===== src/design/mrcf_pkg.sv =====
// Shared types, constants and the CRC byte update for the Modbus RTU CRC frame engine.
package mrcf_pkg;

  localparam logic [15:0] CRC_INIT = 16'hFFFF;
  localparam logic [15:0] CRC_POLY = 16'hA001;

  // One work item handed from the front to the back through the queue.
  typedef struct packed {
    logic [7:0]  data;
    logic [15:0] crc;
    logic        verdict;
    logic        last;
    logic        match;
  } cmd_t;

  // Register byte 15..8 is the one sent first, so swap around the reflected update.
  function automatic logic [15:0] crc_feed(logic [15:0] reg_v, logic [7:0] b);
    logic [15:0] s;
    s = {reg_v[7:0], reg_v[15:8]} ^ {8'h00, b};
    for (int i = 0; i < 8; i++) begin
      if (s[0]) begin
        s = (s >> 1) ^ CRC_POLY;
      end else begin
        s = s >> 1;
      end
    end
    return {s[7:0], s[15:8]};
  endfunction

endpackage


===== src/design/mrcf_if.sv =====
// Valid/ready channel interfaces for input bytes and result items.
interface mrcf_in_if;
  logic       valid;
  logic       ready;
  logic       kind;
  logic [7:0] data_byte;
  logic       last_byte;

  modport source (output valid, output kind, output data_byte, output last_byte,
                  input ready);
  modport sink   (input valid, input kind, input data_byte, input last_byte,
                  output ready);
endinterface

interface mrcf_out_if;
  logic        valid;
  logic        ready;
  logic [7:0]  byte_out;
  logic        end_of_run;
  logic        is_verdict;
  logic        crc_match;
  logic [15:0] crc_value;

  modport source (output valid, output byte_out, output end_of_run, output is_verdict,
                  output crc_match, output crc_value, input ready);
  modport sink   (input valid, input byte_out, input end_of_run, input is_verdict,
                  input crc_match, input crc_value, output ready);
endinterface


===== src/design/mrcf_front.sv =====
// Front end: accepts frame bytes, runs the CRC and held-byte state, issues commands.
module mrcf_front (
  input  logic            clk,
  input  logic            rst,
  mrcf_in_if.sink         in_ch,
  input  logic            q_full,
  output logic            push,
  output mrcf_pkg::cmd_t  cmd
);

  logic [15:0] crc;
  logic [15:0] crc_next;
  logic [7:0]  held0;
  logic [7:0]  held0_next;
  logic [7:0]  held1;
  logic [7:0]  held1_next;
  logic [1:0]  seen;
  logic [1:0]  seen_next;
  logic        frame_kind;
  logic        frame_kind_next;
  logic        accept;
  logic        eff_kind;
  logic [15:0] crc_gen;
  logic [15:0] crc_chk;
  logic [1:0]  seen_sat;

  assign in_ch.ready = !q_full;
  assign accept      = in_ch.valid && in_ch.ready;
  assign eff_kind    = (seen == 2'd0) ? in_ch.kind : frame_kind;
  assign crc_gen     = mrcf_pkg::crc_feed(crc, in_ch.data_byte);
  assign crc_chk     = (seen == 2'd2) ? mrcf_pkg::crc_feed(crc, held0) : crc;
  assign seen_sat    = (seen == 2'd2) ? seen : seen + 2'd1;

  always_comb begin
    crc_next        = crc;
    held0_next      = held0;
    held1_next      = held1;
    seen_next       = seen;
    frame_kind_next = frame_kind;
    push            = 1'b0;
    cmd             = '0;
    if (accept) begin
      if (!eff_kind) begin
        push        = 1'b1;
        cmd.data    = in_ch.data_byte;
        cmd.crc     = crc_gen;
        cmd.last    = in_ch.last_byte;
        crc_next    = crc_gen;
      end else begin
        crc_next    = crc_chk;
        held0_next  = held1;
        held1_next  = in_ch.data_byte;
        if (in_ch.last_byte) begin
          push        = 1'b1;
          cmd.verdict = 1'b1;
          cmd.last    = 1'b1;
          cmd.crc     = crc_chk;
          cmd.match   = (seen != 2'd0) && ({held1, in_ch.data_byte} == crc_chk);
        end
      end
      seen_next       = seen_sat;
      frame_kind_next = eff_kind;
      if (in_ch.last_byte) begin
        crc_next        = mrcf_pkg::CRC_INIT;
        held0_next      = 8'h00;
        held1_next      = 8'h00;
        seen_next       = 2'd0;
        frame_kind_next = 1'b0;
      end
    end
  end

  always_ff @(posedge clk) begin
    if (rst) begin
      crc        <= mrcf_pkg::CRC_INIT;
      held0      <= 8'h00;
      held1      <= 8'h00;
      seen       <= 2'd0;
      frame_kind <= 1'b0;
    end else begin
      crc        <= crc_next;
      held0      <= held0_next;
      held1      <= held1_next;
      seen       <= seen_next;
      frame_kind <= frame_kind_next;
    end
  end

endmodule


===== src/design/mrcf_queue.sv =====
// Short command queue between the front and back ends.
module mrcf_queue #(
  parameter int DEPTH = 2
) (
  input  logic            clk,
  input  logic            rst,
  input  logic            push,
  input  mrcf_pkg::cmd_t  push_cmd,
  output logic            full,
  input  logic            pop,
  output logic            q_valid,
  output mrcf_pkg::cmd_t  head
);

  localparam int PW = (DEPTH > 1) ? $clog2(DEPTH) : 1;
  localparam int CW = $clog2(DEPTH + 1);

  mrcf_pkg::cmd_t entries [DEPTH];
  logic [PW-1:0]  wr_ptr;
  logic [PW-1:0]  rd_ptr;
  logic [CW-1:0]  count;

  assign full    = (count == CW'(DEPTH));
  assign q_valid = (count != '0);
  assign head    = entries[rd_ptr];

  always_ff @(posedge clk) begin
    if (push) begin
      entries[wr_ptr] <= push_cmd;
    end
  end

  always_ff @(posedge clk) begin
    if (rst) begin
      wr_ptr <= '0;
      rd_ptr <= '0;
      count  <= '0;
    end else begin
      if (push) begin
        wr_ptr <= (wr_ptr == PW'(DEPTH - 1)) ? '0 : wr_ptr + PW'(1);
      end
      if (pop) begin
        rd_ptr <= (rd_ptr == PW'(DEPTH - 1)) ? '0 : rd_ptr + PW'(1);
      end
      if (push && !pop) begin
        count <= count + CW'(1);
      end else if (pop && !push) begin
        count <= count - CW'(1);
      end
    end
  end

endmodule


===== src/design/mrcf_back.sv =====
// Back end: expands commands into result items behind a registered output.
module mrcf_back (
  input  logic            clk,
  input  logic            rst,
  input  logic            q_valid,
  input  mrcf_pkg::cmd_t  head,
  output logic            pop,
  mrcf_out_if.source      out_ch
);

  typedef enum logic [1:0] {
    PH_ECHO,
    PH_HIGH,
    PH_LOW
  } phase_t;

  phase_t phase;
  logic   load;
  logic   take;
  logic   triple;

  assign load   = !out_ch.valid || out_ch.ready;
  assign take   = q_valid && load;
  assign triple = !head.verdict && head.last;
  assign pop    = take && (!triple || (phase == PH_LOW));

  always_ff @(posedge clk) begin
    if (rst) begin
      phase        <= PH_ECHO;
      out_ch.valid <= 1'b0;
    end else begin
      if (load) begin
        out_ch.valid <= q_valid;
      end
      if (take) begin
        out_ch.crc_value  <= head.crc;
        out_ch.is_verdict <= head.verdict;
        out_ch.crc_match  <= head.match;
        case (phase)
          PH_ECHO: begin
            out_ch.byte_out   <= head.data;
            out_ch.end_of_run <= head.last && head.verdict;
            if (triple) begin
              phase <= PH_HIGH;
            end
          end
          PH_HIGH: begin
            out_ch.byte_out   <= head.crc[15:8];
            out_ch.end_of_run <= 1'b0;
            phase             <= PH_LOW;
          end
          PH_LOW: begin
            out_ch.byte_out   <= head.crc[7:0];
            out_ch.end_of_run <= 1'b1;
            phase             <= PH_ECHO;
          end
          default: begin
            phase <= PH_ECHO;
          end
        endcase
      end
    end
  end

endmodule


===== src/design/modbus_rtu_crc_frame_engine.sv =====
// Top level of the Modbus RTU CRC-16 frame engine.
// Takes one frame byte per cycle. A byte of kind 0 (generate) is echoed with the running
// CRC; after the last byte the CRC follows, register high byte then low byte, the low byte
// marked end_of_run. A frame of kind 1 (check) gives a single verdict at its last byte,
// comparing the final two bytes (first in the high half) with the CRC of the bytes before
// them; frames of fewer than two bytes report a mismatch. The kind is taken from the first
// byte of each frame. Input bytes are accepted every cycle while the command queue has room;
// the CRC update completes in the cycle of acceptance. The result side issues one item per
// cycle while out_ch.ready does not hold it off, and a generate frame's last byte expands to
// three items (echo, CRC high, CRC low); the queue of QUEUE_DEPTH commands soaks up that
// burst, so new input bytes can be accepted while those items drain.
module modbus_rtu_crc_frame_engine #(
  parameter int QUEUE_DEPTH = 2
) (
  input  logic        clk,
  input  logic        rst,
  mrcf_in_if.sink     in_ch,
  mrcf_out_if.source  out_ch
);

  logic           push;
  logic           full;
  logic           pop;
  logic           q_valid;
  mrcf_pkg::cmd_t push_cmd;
  mrcf_pkg::cmd_t head;

  mrcf_front u_front (
    .clk    (clk),
    .rst    (rst),
    .in_ch  (in_ch),
    .q_full (full),
    .push   (push),
    .cmd    (push_cmd)
  );

  mrcf_queue #(
    .DEPTH (QUEUE_DEPTH)
  ) u_queue (
    .clk      (clk),
    .rst      (rst),
    .push     (push),
    .push_cmd (push_cmd),
    .full     (full),
    .pop      (pop),
    .q_valid  (q_valid),
    .head     (head)
  );

  mrcf_back u_back (
    .clk     (clk),
    .rst     (rst),
    .q_valid (q_valid),
    .head    (head),
    .pop     (pop),
    .out_ch  (out_ch)
  );

endmodule

===== src/flat_wrapper.sv =====
// flat-port wrapper written by rule: the top's interface ports become plain ports
module modbus_rtu_crc_frame_engine_flat 
#(
  parameter int QUEUE_DEPTH = 2
)
  (clk, rst, in_ch_valid, in_ch_kind, in_ch_data_byte, in_ch_last_byte, in_ch_ready, out_ch_valid, out_ch_byte_out, out_ch_end_of_run, out_ch_is_verdict, out_ch_crc_match, out_ch_crc_value, out_ch_ready);
  mrcf_in_if in_ch_i ();
  mrcf_out_if out_ch_i ();
  input  logic clk;
  input  logic rst;
  input wire logic [$bits(in_ch_i.valid)-1:0] in_ch_valid;
  input wire logic [$bits(in_ch_i.kind)-1:0] in_ch_kind;
  input wire logic [$bits(in_ch_i.data_byte)-1:0] in_ch_data_byte;
  input wire logic [$bits(in_ch_i.last_byte)-1:0] in_ch_last_byte;
  output wire logic [$bits(in_ch_i.ready)-1:0] in_ch_ready;
  output wire logic [$bits(out_ch_i.valid)-1:0] out_ch_valid;
  output wire logic [$bits(out_ch_i.byte_out)-1:0] out_ch_byte_out;
  output wire logic [$bits(out_ch_i.end_of_run)-1:0] out_ch_end_of_run;
  output wire logic [$bits(out_ch_i.is_verdict)-1:0] out_ch_is_verdict;
  output wire logic [$bits(out_ch_i.crc_match)-1:0] out_ch_crc_match;
  output wire logic [$bits(out_ch_i.crc_value)-1:0] out_ch_crc_value;
  input wire logic [$bits(out_ch_i.ready)-1:0] out_ch_ready;
  assign in_ch_i.valid = in_ch_valid;
  assign in_ch_i.kind = in_ch_kind;
  assign in_ch_i.data_byte = in_ch_data_byte;
  assign in_ch_i.last_byte = in_ch_last_byte;
  assign in_ch_ready = in_ch_i.ready;
  assign out_ch_valid = out_ch_i.valid;
  assign out_ch_byte_out = out_ch_i.byte_out;
  assign out_ch_end_of_run = out_ch_i.end_of_run;
  assign out_ch_is_verdict = out_ch_i.is_verdict;
  assign out_ch_crc_match = out_ch_i.crc_match;
  assign out_ch_crc_value = out_ch_i.crc_value;
  assign out_ch_i.ready = out_ch_ready;
  modbus_rtu_crc_frame_engine #(.QUEUE_DEPTH(QUEUE_DEPTH)) u_core (.clk(clk), .rst(rst), .in_ch(in_ch_i), .out_ch(out_ch_i));
endmodule

===== config.mk =====
export PLATFORM = sky130hd
export DESIGN_NAME = modbus_rtu_crc_frame_engine_flat
export DESIGN_NICKNAME = d
export VERILOG_FILES = /design/src/design/mrcf_pkg.sv /design/src/design/mrcf_if.sv /design/src/design/mrcf_front.sv /design/src/design/mrcf_queue.sv /design/src/design/mrcf_back.sv /design/src/design/modbus_rtu_crc_frame_engine.sv /design/src/flat_wrapper.sv
export SDC_FILE = /design/constraint.sdc
export NUM_CORES = 1
export LEC_CHECK = 0
export ABC_AREA = 1
export BUFFER_PORTS_ARGS = -buffer_cell sky130_fd_sc_hd__buf_2
export CAP_MARGIN = 10
export CELL_PAD_IN_SITES_DETAIL_PLACEMENT = 1
export CELL_PAD_IN_SITES_GLOBAL_PLACEMENT = 1
export CORE_ASPECT_RATIO = 1.2
export CORE_MARGIN = 4
export CORE_UTILIZATION = 25
export CTS_CLUSTER_DIAMETER = 100
export DETAILED_ROUTE_END_ITERATION = 10
export GPL_TIMING_DRIVEN = 0
export PLACE_DENSITY_LB_ADDON = 0.1
export SETUP_SLACK_MARGIN = 0.1
export SYNTH_ARGS = -nofsm -noshare
export SYNTH_HDL_FRONTEND = slang
export SYNTH_HIERARCHICAL = 1
export SYNTH_SLANG_ARGS = --single-unit

===== constraint.sdc =====
create_clock -name clk -period 4.06 [get_ports clk]
set_input_delay 0.609 -clock clk [delete_from_list [all_inputs] [get_ports clk]]
set_output_delay 0.609 -clock clk [all_outputs]
set_load 0.01 [all_outputs]

# ---- Word-level counts from Yosys, hierarchy flattened
# Memories as Yosys holds them, arrays and structs flattened. A register that Yosys moved wholly into a read port is not among the register bits.
# Cells that the tools add are included.
dict set report word_totals {
  mem_bits_rw 54
  output_inout_bits 29
  ff_bits 69
  inputBits 14
  wordCells 124
  memories 1
}
dict set report classes {
  addsub 5
  bitwise_logic 19
  reduce_logical 28
  n_eq_ne 7
  mux 49
}
# memory depth width rd rd_clocked_by_memory_dff write_ports line
set mem_list {}
lappend mem_list {u_core.u_queue.entries 2 27 1 1 1 mrcf_queue.sv:18} ;# mrcf_pkg::cmd_t entries [DEPTH];
# op n
set op_table {}
lappend op_table {{2-to-1 mux 16 bit} 20}
lappend op_table {{NOT 2 -> 3 bit} 16}
lappend op_table {{2-to-1 mux 8 bit} 5}
lappend op_table {{XOR 16 x 8 -> 16 bit} 2}
lappend op_table {{2-to-1 mux 27 bit} 1}
lappend op_table {{case mux 8 bit (3 select lines)} 1}
lappend op_table {{2-to-1 mux 19 bit} 1}
lappend op_table {{equality test 16 bit} 1}
lappend op_table {{2-to-1 mux 1 bit} 14}
lappend op_table {{2-to-1 mux 2 bit} 5}
lappend op_table {{logical AND 1 bit} 8}
lappend op_table {{AND reduction 2 bit} 4}
lappend op_table {{nonzero test 2 bit} 4}
lappend op_table {{equality test 2 bit, second input constant} 3}
lappend op_table {{zero test 1 bit} 6}
lappend op_table {{adder 2 x 1 -> 2 bit, second input constant} 2}
lappend op_table {{zero test 2 bit} 2}
lappend op_table {{inequality test 2 bit, second input constant} 2}
lappend op_table {{case mux 2 bit (2 select lines)} 1}
lappend op_table {{case mux 1 bit (3 select lines)} 1}
lappend op_table {{AND reduction 3 bit} 1}
lappend op_table {{nonzero test 3 bit} 1}
lappend op_table {{adder 1 bit, second input constant} 2}
lappend op_table {{equality test 2 x 1 -> 1 bit, second input constant} 1}
lappend op_table {{3 further kinds} 4}

# ---- Longest topological paths before layout
dict set report depth {
  ltp_word 23
  ltp_mapped 18
  mapped_depth_nobuf 18
}

# ---- Modules after synthesis
# The synthesis kept the hierarchy.
# mod cells_each n_inst area_per_inst_um2 seq_area_each_um2
set modules_own_cells {}
lappend modules_own_cells {mrcf_front 518 1 2819.0 700.7}
lappend modules_own_cells {mrcf_queue 117 1 2278.4 1721.7}
lappend modules_own_cells {mrcf_back 99 1 1255.0 870.8}

# ---- Least setup slack after synthesis
# Ideal clock, no wire load.
dict set report synth_path {
  path_kind {input port to flip-flop}
  start {input in_ch_kind}
  end {memory u_core/u_queue/entries[0][0] (netlist name), enable pin}
  arrival_time_ns 2.715
  setup_slack_ns 0.933
  n_path_buf 1
  path_stages 8
  required_ns 3.649
  setup_ns 0.411
  path_cell_list {a21oi_1 > inv_1 > nor2_1 > nor2_1 > clkbuf_1 > inv_1 > inv_1 > nor2_1}
}
dict set report synth_between {
  elab_chain_cells 5
}
# item line
set synth_rtl {}
lappend synth_rtl {{from (decl)} flat_wrapper.sv:12} ;# input wire logic [$bits(in_ch_i.kind)-1:0] in_ch_kind;
lappend synth_rtl {{2-to-1 mux 1 bit} mrcf_front.sv:29} ;# assign eff_kind = (seen == 2'd0) ? in_ch.kind : frame_kind;
lappend synth_rtl {{2-to-1 mux 1 bit} mrcf_front.sv:43} ;# if (!eff_kind) begin
lappend synth_rtl {{2-to-1 mux 1 bit} mrcf_front.sv:42} ;# if (accept) begin
lappend synth_rtl {{named net u_core.push} modbus_rtu_crc_frame_engine.sv:21} ;# logic push;
lappend synth_rtl {{2-to-1 mux 1 bit} mrcf_queue.sv:28} ;# if (push) begin
lappend synth_rtl {{2-to-1 mux 1 bit (implied by the code)} mrcf_queue.sv:29} ;# entries[wr_ptr] <= push_cmd;
lappend synth_rtl {{to (decl)} mrcf_queue.sv:18}
# The timed path passes the listed nets, and every way through them passes these cells.

# ---- Final worst setup path
dict set report layout_path {
  start {register u_core.u_front.seen[0]}
  end {memory u_core/u_queue/entries[1][16] (netlist name), enable pin}
}
dict set report layout_between {
  elab_chain_cells 6
}
# item line
set layout_rtl {}
lappend layout_rtl {{from (decl)} mrcf_front.sv:17} ;# logic [1:0] seen;
lappend layout_rtl {{from (signal assigned)} mrcf_front.sv:84} ;# seen <= seen_next;
lappend layout_rtl {{zero test 2 bit} mrcf_front.sv:29}
lappend layout_rtl {{2-to-1 mux 1 bit} mrcf_front.sv:29}
lappend layout_rtl {{2-to-1 mux 1 bit} mrcf_front.sv:43}
lappend layout_rtl {{2-to-1 mux 1 bit} mrcf_front.sv:42}
lappend layout_rtl {{named net u_core.push} modbus_rtu_crc_frame_engine.sv:21}
lappend layout_rtl {{2-to-1 mux 1 bit} mrcf_queue.sv:28}
lappend layout_rtl {{2-to-1 mux 1 bit (implied by the code)} mrcf_queue.sv:29}
# The timed path passes the listed nets, and every way through them passes these cells.

==> results.py <==
metrics = {
    "clocking": {
        "clkLatencyLatePin_ns": 0.42,
        "cts_tree": "yes",
        "path_clk_slew_ns": 0.06,
        "cts_sinks": 124,
        "post-cts-setup-buffers": 0,
        "htree_num_levels": 4,
        "clockBufferDepth": 2,
        "numCtsBuffers": 17,
        "cts-root-buf": "clkbuf_16",
        "cts_hold_buf": 0,
        "cts_resized": 0,
    },
    "sta": {
        "setup_viol": 0,
        "setup-tns-final_ns": 0,
        "fin_skew_ns": 0.0149,
        "post-route-min-period_ns": 3.24,
        "worst_pin_slew_ns": 1.11,
        "max_slew_margin_pct": 25.6,
        "fmax_ghz": 0.308,
        "maxSlewViolCount": 0,
        "rsz0062_at_grt": "no",
        "hold_viol": 0,
        "min_period_over_period_pct": 79.9,
    },
    "logic_synthesis": {
        "synth_nets": 757,
        "synth-edff-count": 81,
        "yosys_warnings": 6,
        "ys_ff_latch": 124,
        "yosys-top-cells-area": "edfxtp_1 (38%), dfxtp_1 (14%), nand2_1 (13%)",
        "syn_area_um2": 6350,
        "synth.top_cell.area_share_pct": 38.3,
        "syn_avg_cell_area_um2": 8.65,
        "postSynthCellCount": 734,
        "synth_cell_types": 35,
        "async_flop_share_pct": 0,
        "netlist.top_cell.by_area": "edfxtp_1",
        "synth_ff_type": "edfxtp_1",
        "ys_seq_area_share_pct": 51.8,
    },
    "place": {
        "dp_hpwl_um": 14600,
        "portBuffers": 42,
        "placed_area_um2": 6980,
        "place.gp.congestion": 0.805,
    },
    "floorplanning": {
        "die_x_um": 154,
        "dieArea_um2": 28000,
        "dieHeight_um": 183,
        "core.rowCount": 63,
        "ios": 43,
        "initial_utilization_pct": 25.5,
        "core-area_um2": 24900,
    },
    "worst_setup_path": {
        "critPathKind": "reg2reg",
        "crit_top_cell": "inv_1",
        "crit_path_end_kind": "flip-flop",
        "path_max_fanout": 28,
        "slowest_stage": "nor2_1",
        "crit_chain": "inv_1, ha_1, nor2_1, a21oi_1, inv_1, nor2_1, nor2_1, clkbuf_1, inv_1, nand2_1, inv_1",
        "max_stage_delay_ns": 0.47,
        "cp-start-kind": "flip-flop",
        "required_ns": 4.04,
        "arrival_ns": 3.22,
    },
    "worst_hold_path": {
        "hp-class": "reg2reg",
    },
    "drt": {
        "drt-pass1-iter-count": 4,
        "postRouteAntennaNets": 0,
        "first_iter_violations": 177,
        "vias_per_cell": 4.37,
        "vias": 4955,
        "drc": 0,
        "wl_um": 18500,
        "wl_per_cell_um": 16.3,
    },
    "power_and_ir_drop": {
        "switchingPower_mw": 1.85,
        "power_frac_clock_pct": 29.7,
        "p_seq_share_pct": 35.8,
        "p_leak_nw": 3.25,
        "comb_power_share_pct": 34.5,
        "intPower_mw": 3.30,
        "power.density_nw_per_um2": 680,
        "swShare_pct": 36.0,
        "peakVddDrop_mv": 0.295,
    },
    "layout": {
        "final_common_cell": "nand2_1",
        "design_area_um2": 7570,
        "antennaDiodeCount": 0,
        "syn_to_final_growth_pct": 19.2,
        "nets": 819,
        "drive_gt1_share_pct": 16.2,
        "layout_common_cells": "nand2_1 (218), inv_1 (87), edfxtp_1 (81), nor2_1 (73), nand3_1 (46)",
    },
    "grt": {
        "grt_pass1_wl_um": 29400,
        "grt_use_total_pct": 13.5,
        "grt_pass1_vias": 5445,
        "gr-total-overflow": 0,
        "grt_max_degree": 29,
        "antenna_found_initial": 0,
    },
    "run_status": {
        "status": "completed",
    },
    "flow_run": {
        "drv_cap": 0,
    },
}
flip-flops by register name, summed over array words and instances, names as in the netlist, 8 cells and up, named ones only:
| signal | flops |
|---|---|
| u_core/u_front/held0 | 8 |
| u_core/u_back/out_ch.crc_value | 16 |
| u_core/u_queue/entries | 54 |
| u_core/u_front/crc | 16 |
| u_core/u_front/held1 | 8 |
| u_core/u_back/out_ch.byte_out | 8 |
path summary, 6_finish.rpt:
path	cells after the start	to	slack [ns]	start
worst min-delay path	2	u_core/u_front/seen[0]	0.48	u_core/u_front/seen[0]
worst max register to register	11	u_core/u_queue/entries[1][16]	0.82	u_core/u_front/seen[0]
worst max-delay path	11	u_core/u_queue/entries[1][16]	0.82	u_core/u_front/seen[0]
worst min register to register	2	u_core/u_front/seen[0]	0.48	u_core/u_front/seen[0]
cells in the mapped netlist, types with 2 or more instances:
cell and instances:
dfxtp_1 43, buf_2 3, inv_1 87, ha_1 9
nand3_1 46, buf_12 2, a21oi_1 40, nor2_1 74
edfxtp_1 81, nand4_1 2, buf_6 3, o22ai_1 16
nand3_2 3, clkbuf_1 12, mux2_4 20, o21ai_0 29
nand2_1 218, xor2_1 5, xnor2_1 10, inv_2 6
mux2_2 7, nand2_2 3, o21ai_1 3
stage by stage:
step	setup WS [ns]	utilization, %	hold WS (ns)	power [mW]	instances
finish	0.818	30.4	0.478	5.15	1134
global route	0.491	30.4	0.505	5.53	1134
CTS	0.649	30.4	0.482	5.26	1134
detailed placement	0.491	28.0	0.471	3.69	1102
global placement	-0.304	28.0	0.460	3.63	1101
floorplan	0.933	-	0.445	3.13	734
final cells by class:
cell class / instances / area, um2
tap: 325 / 407
inverter: 93 / 349
timing repair buffer: 43 / 218
sequential: 124 / 3290
fill: 2988 / 17300
clock buffer: 17 / 425
clock inverter: 15 / 165
multi-input combinational: 494 / 2570
buffer: 23 / 150
per-layer routing:
metal  global-route usage [%]  share of wire (%)
met1                     15.5                 44
met2                     25.1                 52
met3                     2.92                2.9
met4                     4.03                1.5
met5                        0                  0
power by group through the flow:
stage	Clock [mW]	Combinational, mW	Sequential [mW]
2_1_floorplan	0	1.25	1.88
3_3_place_gp	0	1.77	1.86
3_5_place_dp	0	1.82	1.87
4_1_cts	1.59	1.82	1.85
5_1_grt	1.65	2.00	1.87
6_report	1.53	1.78	1.84
logic make-up (layout without fill, tap and decap cells):
kind of cell               after synthesis  count (layout)  synth area share [%]
and+or+nand+nor                        351             351                  22.4
DFF                                    124             124                  51.8
buffers and inverters                  116             191                  7.86
xor gates and xnor gates                16              16                  2.32
muxes                                   27              27                  5.97
AOI/OAI and AO/OA                       91              91                  7.84
adders and majority gates                9               9                  1.77
worst max-delay path, delay by kind of cell, from the launching register on:
kind / cells / cell delay, ns
flip-flops: 1 / 0.33
AO/OA/AOI/OAI: 1 / 0.11
buffers and inverters: 5 / 1.34
adder cells (fa/ha/maj): 1 / 0.21
AND/OR/NAND/NOR: 4 / 0.81
No activity file was read; power rests on OpenSTA's default activity.
